## src/rtl/spi_master_byte_shifter_assert.svh

```systemverilog
// ----------------------------------------------------------------------------
// SPI master byte shifter assertion macros
// Shared concurrent assertion forms on clk_i with rst_ni disable.
// ----------------------------------------------------------------------------
`ifndef SPI_MASTER_BYTE_SHIFTER_ASSERT_SVH
`define SPI_MASTER_BYTE_SHIFTER_ASSERT_SVH

// same-cycle implication
`define SMS_ASSERT_IMPL(label, ante, cons, msg) \
  label: assert property (@(posedge clk_i) disable iff (!rst_ni) (ante) |-> (cons)) \
    else $error(msg);

// next-cycle implication
`define SMS_ASSERT_NEXT(label, ante, cons, msg) \
  label: assert property (@(posedge clk_i) disable iff (!rst_ni) (ante) |=> (cons)) \
    else $error(msg);

`endif

```

## src/rtl/sms_pkg.sv

```systemverilog
// ----------------------------------------------------------------------------
// SPI master byte shifter package
// Item types, register indexes and constants shared by the shifter files.
// ----------------------------------------------------------------------------
`timescale 1ns / 1ps

package sms_pkg;

  localparam int unsigned ByteW   = 8;
  localparam int unsigned BitCntW = 3;
  localparam int unsigned CfgIdxW = 2;

  localparam logic [ByteW-1:0]   ByteOnes = 8'hFF;
  localparam logic [BitCntW-1:0] LastBit  = 3'd7;

  typedef enum logic [0:0] {
    KIND_START = 1'b0,
    KIND_TICK  = 1'b1
  } kind_e;

  typedef enum logic [CfgIdxW-1:0] {
    CFG_CLOCK_POLARITY = 2'd0,
    CFG_CLOCK_PHASE    = 2'd1,
    CFG_MSB_FIRST      = 2'd2
  } cfg_idx_e;

  typedef struct packed {
    kind_e            kind;
    logic [ByteW-1:0] tx_byte;
    logic             tx_present;
    logic             last_byte;
    logic             miso_level;
  } in_item_t;

  typedef struct packed {
    logic             sclk;
    logic             mosi;
    logic [ByteW-1:0] rx_byte;
    logic             rx_valid;
    logic             busy_res;
  } out_item_t;

  typedef struct packed {
    cfg_idx_e idx;
    logic     value;
  } cfg_wr_t;

  typedef struct packed {
    logic clock_polarity;
    logic clock_phase;
    logic msb_first;
  } cfg_t;

  // forces the clock level on a polarity write
  typedef struct packed {
    logic en;
    logic level;
  } sclk_set_t;

endpackage

```

## src/rtl/sms_chan_if.sv

```systemverilog
// ----------------------------------------------------------------------------
// SPI master byte shifter channel interface
// Valid/ready channel carrying one payload item.
// ----------------------------------------------------------------------------
`timescale 1ns / 1ps

interface sms_chan_if #(
  parameter type T = logic
);

  logic valid;
  logic ready;
  T     data;

  modport source (output valid, output data, input ready);
  modport sink   (input valid, input data, output ready);

endinterface

```

## src/rtl/sms_cfg_regs.sv

```systemverilog
// ----------------------------------------------------------------------------
// SPI master byte shifter configuration registers
// Polarity, phase and bit order; a polarity write also sets the clock level.
// ----------------------------------------------------------------------------
`timescale 1ns / 1ps

module sms_cfg_regs
  import sms_pkg::*;
(
  input  logic      clk_i,
  input  logic      rst_ni,
  sms_chan_if.sink  cfg_i,
  output cfg_t      cfg_o,
  output sclk_set_t sclk_set_o
);

  cfg_t cfg_q, cfg_d;
  logic wr_en;

  assign cfg_i.ready = 1'b1;
  assign wr_en       = cfg_i.valid & cfg_i.ready;

  always_comb begin
    cfg_d            = cfg_q;
    sclk_set_o.en    = 1'b0;
    sclk_set_o.level = cfg_i.data.value;
    if (wr_en) begin
      unique case (cfg_i.data.idx)
        CFG_CLOCK_POLARITY: begin
          cfg_d.clock_polarity = cfg_i.data.value;
          sclk_set_o.en        = 1'b1;
        end
        CFG_CLOCK_PHASE: cfg_d.clock_phase = cfg_i.data.value;
        CFG_MSB_FIRST:   cfg_d.msb_first   = cfg_i.data.value;
        default: ;
      endcase
    end
  end

  always_ff @(posedge clk_i or negedge rst_ni) begin
    if (!rst_ni) begin
      cfg_q <= '{clock_polarity: 1'b1, clock_phase: 1'b1, msb_first: 1'b1};
    end else begin
      cfg_q <= cfg_d;
    end
  end

  assign cfg_o = cfg_q;

endmodule

```

## src/rtl/sms_core.sv

```systemverilog
// ----------------------------------------------------------------------------
// SPI master byte shifter core
// Shift state and one-item update: start loads a byte, ticks run half-periods.
// ----------------------------------------------------------------------------
`timescale 1ns / 1ps

module sms_core
  import sms_pkg::*;
(
  input  logic      clk_i,
  input  logic      rst_ni,
  input  logic      step_en_i,
  input  in_item_t  item_i,
  input  cfg_t      cfg_i,
  input  sclk_set_t sclk_set_i,
  output out_item_t result_o
);

`include "spi_master_byte_shifter_assert.svh"

  logic               clk_level_q, clk_level_d;
  logic               dout_q, dout_d;
  logic [ByteW-1:0]   tx_sh_q, tx_sh_d;
  logic [ByteW-1:0]   rx_sh_q, rx_sh_d;
  logic [BitCntW-1:0] bit_cnt_q, bit_cnt_d;
  logic               second_half_q, second_half_d;
  logic               shifting_q, shifting_d;
  logic               in_xfer_q, in_xfer_d;
  logic               final_q, final_d;
  logic               rx_valid;
  logic [ByteW-1:0]   rx_byte;

  always_comb begin
    clk_level_d   = clk_level_q;
    dout_d        = dout_q;
    tx_sh_d       = tx_sh_q;
    rx_sh_d       = rx_sh_q;
    bit_cnt_d     = bit_cnt_q;
    second_half_d = second_half_q;
    shifting_d    = shifting_q;
    in_xfer_d     = in_xfer_q;
    final_d       = final_q;
    rx_valid      = 1'b0;
    rx_byte       = '0;
    if (step_en_i) begin
      unique case (item_i.kind)
        KIND_START: begin
          if (!shifting_q) begin
            tx_sh_d       = item_i.tx_present ? item_i.tx_byte : ByteOnes;
            rx_sh_d       = ByteOnes;
            bit_cnt_d     = '0;
            second_half_d = 1'b0;
            shifting_d    = 1'b1;
            final_d       = item_i.last_byte;
            if (!in_xfer_q && cfg_i.clock_phase) begin
              clk_level_d = ~clk_level_q;
            end
            in_xfer_d     = 1'b1;
          end
        end
        KIND_TICK: begin
          if (shifting_q) begin
            if (!second_half_q) begin
              if (cfg_i.msb_first) begin
                dout_d  = tx_sh_q[ByteW-1];
                tx_sh_d = {tx_sh_q[ByteW-2:0], 1'b0};
                rx_sh_d = {rx_sh_q[ByteW-2:0], item_i.miso_level};
              end else begin
                dout_d  = tx_sh_q[0];
                tx_sh_d = {1'b0, tx_sh_q[ByteW-1:1]};
                rx_sh_d = {item_i.miso_level, rx_sh_q[ByteW-1:1]};
              end
              clk_level_d   = ~clk_level_q;
              second_half_d = 1'b1;
            end else begin
              // trailing edge dropped at the end of a phase-1 transfer
              if (!(cfg_i.clock_phase && final_q && (bit_cnt_q == LastBit))) begin
                clk_level_d = ~clk_level_q;
              end
              second_half_d = 1'b0;
              if (bit_cnt_q == LastBit) begin
                rx_valid   = 1'b1;
                rx_byte    = rx_sh_q;
                shifting_d = 1'b0;
                bit_cnt_d  = '0;
                if (final_q) begin
                  in_xfer_d = 1'b0;
                end
              end else begin
                bit_cnt_d = bit_cnt_q + 1'b1;
              end
            end
          end
        end
      endcase
    end
    if (sclk_set_i.en) begin
      clk_level_d = sclk_set_i.level;
    end
  end

  always_ff @(posedge clk_i or negedge rst_ni) begin
    if (!rst_ni) begin
      clk_level_q   <= 1'b1;
      dout_q        <= 1'b1;
      tx_sh_q       <= ByteOnes;
      rx_sh_q       <= ByteOnes;
      bit_cnt_q     <= '0;
      second_half_q <= 1'b0;
      shifting_q    <= 1'b0;
      in_xfer_q     <= 1'b0;
      final_q       <= 1'b0;
    end else begin
      clk_level_q   <= clk_level_d;
      dout_q        <= dout_d;
      tx_sh_q       <= tx_sh_d;
      rx_sh_q       <= rx_sh_d;
      bit_cnt_q     <= bit_cnt_d;
      second_half_q <= second_half_d;
      shifting_q    <= shifting_d;
      in_xfer_q     <= in_xfer_d;
      final_q       <= final_d;
    end
  end

  assign result_o = '{
    sclk:     clk_level_d,
    mosi:     dout_d,
    rx_byte:  rx_byte,
    rx_valid: rx_valid,
    busy_res: shifting_d
  };

  `SMS_ASSERT_IMPL(a_cnt_only_busy, bit_cnt_q != '0, shifting_q, "bit count set while idle")
  `SMS_ASSERT_IMPL(a_half_only_busy, second_half_q, shifting_q, "second half while idle")
  `SMS_ASSERT_IMPL(a_busy_in_xfer, shifting_q, in_xfer_q, "shifting outside a transfer")

endmodule

```

## src/rtl/spi_master_byte_shifter.sv

```systemverilog
// ----------------------------------------------------------------------------
// SPI master byte shifter
// One start or half-period tick item in, one line-state result item out.
// ----------------------------------------------------------------------------
// Takes one item per clock cycle unless the output stalls. Each item is captured
// in an input register, applied to the shift state and its result is held in
// an output register; a stalled output holds the item in the input register.
// Configuration writes are always ready and take effect on the next item; a
// clock_polarity write also sets the SCLK level at once.
`timescale 1ns / 1ps

module spi_master_byte_shifter
  import sms_pkg::*;
(
  input  logic       clk_i,
  input  logic       rst_ni,
  sms_chan_if.sink   cfg_i,
  sms_chan_if.sink   in_i,
  sms_chan_if.source out_o
);

`include "spi_master_byte_shifter_assert.svh"

  logic      in_valid_q, in_valid_d;
  in_item_t  in_q;
  logic      step;
  out_item_t out_q;
  out_item_t result;
  logic      out_valid_q, out_valid_d;
  cfg_t      cfg;
  sclk_set_t sclk_set;

  sms_cfg_regs u_cfg (
    .clk_i      (clk_i),
    .rst_ni     (rst_ni),
    .cfg_i      (cfg_i),
    .cfg_o      (cfg),
    .sclk_set_o (sclk_set)
  );

  assign step     = in_valid_q & (~out_valid_q | out_o.ready);
  assign in_i.ready = ~in_valid_q | step;

  always_comb begin
    in_valid_d = in_valid_q;
    if (in_i.valid && in_i.ready) begin
      in_valid_d = 1'b1;
    end else if (step) begin
      in_valid_d = 1'b0;
    end
  end

  always_comb begin
    out_valid_d = out_valid_q;
    if (step) begin
      out_valid_d = 1'b1;
    end else if (out_o.ready) begin
      out_valid_d = 1'b0;
    end
  end

  always_ff @(posedge clk_i or negedge rst_ni) begin
    if (!rst_ni) begin
      in_valid_q  <= 1'b0;
      out_valid_q <= 1'b0;
    end else begin
      in_valid_q  <= in_valid_d;
      out_valid_q <= out_valid_d;
    end
  end

  always_ff @(posedge clk_i) begin
    if (in_i.valid && in_i.ready) begin
      in_q <= in_i.data;
    end
    if (step) begin
      out_q <= result;
    end
  end

  sms_core u_core (
    .clk_i      (clk_i),
    .rst_ni     (rst_ni),
    .step_en_i  (step),
    .item_i     (in_q),
    .cfg_i      (cfg),
    .sclk_set_i (sclk_set),
    .result_o   (result)
  );

  assign out_o.valid = out_valid_q;
  assign out_o.data  = out_q;

  `SMS_ASSERT_IMPL(a_rx_ends_busy, out_valid_q && out_q.rx_valid, !out_q.busy_res, "byte done but busy")
  `SMS_ASSERT_NEXT(a_step_gives_out, step, out_valid_q, "processed item gave no result")
  `SMS_ASSERT_NEXT(a_accept_loads, in_i.valid && in_i.ready, in_valid_q, "accepted item not staged")

endmodule

```

## src/flat_wrapper.sv

```systemverilog
// flat-port wrapper written by rule: the top's interface ports become plain ports
module spi_master_byte_shifter_flat import sms_pkg::*;
  (clk_i, rst_ni, cfg_i_valid, cfg_i_data, cfg_i_ready, in_i_valid, in_i_data, in_i_ready, out_o_valid, out_o_data, out_o_ready);
  sms_chan_if #(.T(cfg_wr_t)) cfg_i_i ();
  sms_chan_if #(.T(in_item_t)) in_i_i ();
  sms_chan_if #(.T(out_item_t)) out_o_i ();
  input  logic clk_i;
  input  logic rst_ni;
  input wire logic [$bits(cfg_i_i.valid)-1:0] cfg_i_valid;
  input wire logic [$bits(cfg_i_i.data)-1:0] cfg_i_data;
  output wire logic [$bits(cfg_i_i.ready)-1:0] cfg_i_ready;
  input wire logic [$bits(in_i_i.valid)-1:0] in_i_valid;
  input wire logic [$bits(in_i_i.data)-1:0] in_i_data;
  output wire logic [$bits(in_i_i.ready)-1:0] in_i_ready;
  output wire logic [$bits(out_o_i.valid)-1:0] out_o_valid;
  output wire logic [$bits(out_o_i.data)-1:0] out_o_data;
  input wire logic [$bits(out_o_i.ready)-1:0] out_o_ready;
  assign cfg_i_i.valid = cfg_i_valid;
  assign cfg_i_i.data = cfg_i_data;
  assign cfg_i_ready = cfg_i_i.ready;
  assign in_i_i.valid = in_i_valid;
  assign in_i_i.data = in_i_data;
  assign in_i_ready = in_i_i.ready;
  assign out_o_valid = out_o_i.valid;
  assign out_o_data = out_o_i.data;
  assign out_o_i.ready = out_o_ready;
  spi_master_byte_shifter u_core (.clk_i(clk_i), .rst_ni(rst_ni), .cfg_i(cfg_i_i), .in_i(in_i_i), .out_o(out_o_i));
endmodule
```

## config.mk

```make
export PLATFORM = sky130hd
export DESIGN_NAME = spi_master_byte_shifter_flat
export DESIGN_NICKNAME = d
export VERILOG_FILES = /design/src/rtl/sms_pkg.sv /design/src/rtl/sms_chan_if.sv /design/src/rtl/sms_cfg_regs.sv /design/src/rtl/sms_core.sv /design/src/rtl/spi_master_byte_shifter.sv /design/src/flat_wrapper.sv
export VERILOG_INCLUDE_DIRS = /design/src /design/src/rtl
export SDC_FILE = /design/constraint.sdc
export NUM_CORES = 1
export LEC_CHECK = 0
export ABC_AREA = 1
export BUFFER_PORTS_ARGS = -buffer_cell sky130_fd_sc_hd__buf_2
export CORE_UTILIZATION = 55
export CTS_CLUSTER_DIAMETER = 60
export DETAILED_ROUTE_END_ITERATION = 10
export GPL_TIMING_DRIVEN = 0
export PLACE_DENSITY_LB_ADDON = 0.3
export SETUP_SLACK_MARGIN = 0.1
export SLEW_MARGIN = 30
export SYNTH_ARGS = -nofsm -noshare
export SYNTH_HDL_FRONTEND = slang
export SYNTH_HIERARCHICAL = 1
export SYNTH_SLANG_ARGS = --single-unit
export TNS_END_PERCENT = 100
```

## constraint.sdc

```tcl
create_clock -name clk_i -period 6.46 [get_ports clk_i]
set_input_delay 0.323 -clock clk_i [delete_from_list [all_inputs] [get_ports clk_i]]
set_output_delay 0.323 -clock clk_i [all_outputs]
set_load 0.02 [all_outputs]
```

==> flow_summary.json <==
{
  "status": "finished clean",
  "initial_utilization_pct": 58.7,
  "seq_area_mm2": 0.00147,
  "final.period_utilization_pct": 29.5,
  "hold_path.class": "in2async",
  "grt_max_degree": 30,
  "synth_nets": 255,
  "track_usage_pct": 19.6,
  "grt_pass1_wl_um": 6590,
  "post_cts_buffers": 0,
  "syn2layout_area_growth_pct": 15.7,
  "fmax_ghz": 0.525,
  "die_area_mm2": 0.00463,
  "vias": 1638,
  "nFillCells": 317,
  "gp_congestion": 0.808,
  "critPathMaxFanout": 6,
  "p_comb_share_pct": 19.3,
  "ant_nets": 0,
  "internal-power_mw": 0.691,
  "relSlewSlack_pct": 57.1,
  "drt-wirelength-per-cell_um": 12.1,
  "syn_area_mm2": 0.00240,
  "drtIter0Drc": 117,
  "cts.sinks": 53,
  "worst-setup-path-type": "reg2reg",
  "cts_max_level": 2,
  "syn_area_per_cell_um2": 10.4,
  "p_total_mw": 0.954,
  "grt_pass1_vias": 1565,
  "rsz0062_at_grt": "false",
  "clock_latency_ns": 0.30,
  "final_max_slew_viol_count": 0,
  "hold_ws_ns": 0.0346,
  "die-height_um": 68.1,
  "placed_cells": 315,
  "io_buffers": 33,
  "cts_buffer_depth": 2,
  "p_sw_mw": 0.263,
  "peakVddDrop_uv": 187,
  "io_pins": 35,
  "multiInputGateArea_um2": 701,
  "hold_viol_final": 0,
  "first_pass_iters": 4,
  "core_mm2": 0.00409,
  "cts_hold_buf": 0,
  "dieWidth_um": 68.1,
  "r2r_slack_ns": 4.55,
  "seq_power_share_pct": 53.7,
  "endpoint_kind": "register",
  "cp.arrival_ns": 1.97,
  "netlist_instances": 231,
  "drv_cap": 0,
  "reg2regPathDepth": 9,
  "critical_path_required_ns": 6.52,
  "cts.repair.resized": 0,
  "cts_buffers": 5,
  "row_count": 23,
  "dp_hpwl_um": 2800,
  "grt_overflow": 0,
  "power_frac_clock_pct": 27.0,
  "fin_cells": 323,
  "yosys_warnings": 6,
  "drive_gt1_share_pct": 31.9,
  "setup_violations": 0,
  "tightestPinTransition_ns": 0.644,
  "startpoint_type": "register",
  "diodes": 0,
  "drc": 0,
  "utilization_pct": 67.9,
  "drt-total-wl_um": 3910,
  "fin_worst_skew_ns": 0.0101,
  "switching_share_pct": 27.5,
  "final_nets": 296,
  "power_density_mw_per_mm2": 344,
  "cts_tree": "done",
  "root_buffer": "clkbuf_8",
  "vias_per_cell": 5.07,
  "min_period_ns": 1.91,
  "rr_startpoint": "u_core/out_o.valid",
  "tns_ns": 0,
  "power.leakage_nw": 1.27,
  "antenna_found_initial": 0,
  "timing.rr.end": "u_core/out_o.data[11]",
  "clk_pin_slew_ns": 0.09
}
[cell usage in the layout (no fill, tap or decap)]
| cell | n |
|---|---|
| buf_4 | 6 |
| nand3_1 | 8 |
| bufinv_16 | 2 |
| buf_6 | 5 |
| o21ai_1 | 4 |
| o22ai_1 | 1 |
| ha_1 | 4 |
| inv_1 | 33 |
| nand4_1 | 2 |
| a21oi_2 | 1 |
| buf_2 | 34 |
| nor2_1 | 26 |
| edfxtp_1 | 24 |
| o221ai_1 | 8 |
| o21ai_0 | 22 |
| clkinv_2 | 1 |
| dfstp_2 | 20 |
| nand3_2 | 1 |
| nand2_2 | 4 |
| nor2_4 | 3 |
| conb_1 | 1 |
| dfrtp_1 | 9 |
| a21oi_1 | 10 |
| clkbuf_8 | 5 |
| o21ai_2 | 1 |
| a31oi_1 | 8 |
| clkbuf_2 | 1 |
| nand2_1 | 26 |
| nor2_2 | 1 |
| inv_2 | 2 |
[flip-flops by register name (all words and copies together), names as in the netlist]
signal	cells
u_core/in_q	12
u_core/u_core/rx_sh_q	8
u_core/out_o.data	12
u_core/u_core/second_half_q	1
u_core/u_core/bit_cnt_q	3
u_core/in_valid_q	1
u_core/u_core/final_q	1
u_core/u_cfg/cfg_o	2
u_core/u_core/in_xfer_q	1
u_core/u_core/tx_sh_q	8
u_core/out_o.valid	1
u_core/u_core/dout_q	1
u_core/u_core/shifting_q	1
u_core/u_core/clk_level_q	1
[per-layer routing]
layer	global-route usage [%]	share of wire (%)
met1	24.4	48
met2	31.9	47
met3	5.50	3.5
met4	8.59	1.6
met5	0	0
[worst max-delay path: stages, from the launching register on]
cell and delay (ns):
dfrtp_1 0.44, a21oi_2 0.38, inv_1 0.24, nor2_4 0.19, o21ai_2 0.07, nand2_1 0.06, nand2_1 0.04, nand3_1 0.06
nand2_1 0.06, buf_4 0.12
[layout make-up]
class                           instances  area share (%)
Buffer                                 12            3.61
Clock buffer                            5            2.48
Clock inverter                          3            2.34
Inverter                               35            4.73
Multi-Input combinational cell        131            25.2
Sequential cell                        53            53.0
Tap cell                               50            2.25
Timing Repair Buffer                   34            6.35
[how the worst max path moves through the flow]
stage | start | endpoint | slack (ns) | cells after the start
2_1_floorplan | u_core/out_o.valid | u_core/out_o.data[11] | 3.96 | 9
3_5_place_dp | out_o_ready | u_core/out_o.data[11] | 4.53 | 11
4_1_cts | u_core/out_o.valid | u_core/out_o.data[11] | 4.55 | 9
6_report | u_core/out_o.valid | u_core/out_o.data[11] | 4.55 | 9
5_1_grt | u_core/out_o.valid | u_core/out_o.data[11] | 4.37 | 9
3_3_place_gp | out_o_ready | u_core/out_o.data[11] | 3.46 | 11
[power groups by stage]
stage	registers (mW)	clock network (mW)	logic [mW]
floorplan	0.513	0	0.132
global placement	0.515	0	0.176
detailed placement	0.517	0	0.185
CTS	0.512	0.262	0.185
global route	0.523	0.273	0.211
finish	0.512	0.258	0.184
[metrics by stage]
step	cell area (µm²)	setup slack [ns]
final	2780	4.55
after global routing	2780	4.37
after CTS	2780	4.55
after detailed placement	2640	4.53
after global placement	2630	3.46
after floorplan	2400	3.96
Power figures use the tool's default switching activity.
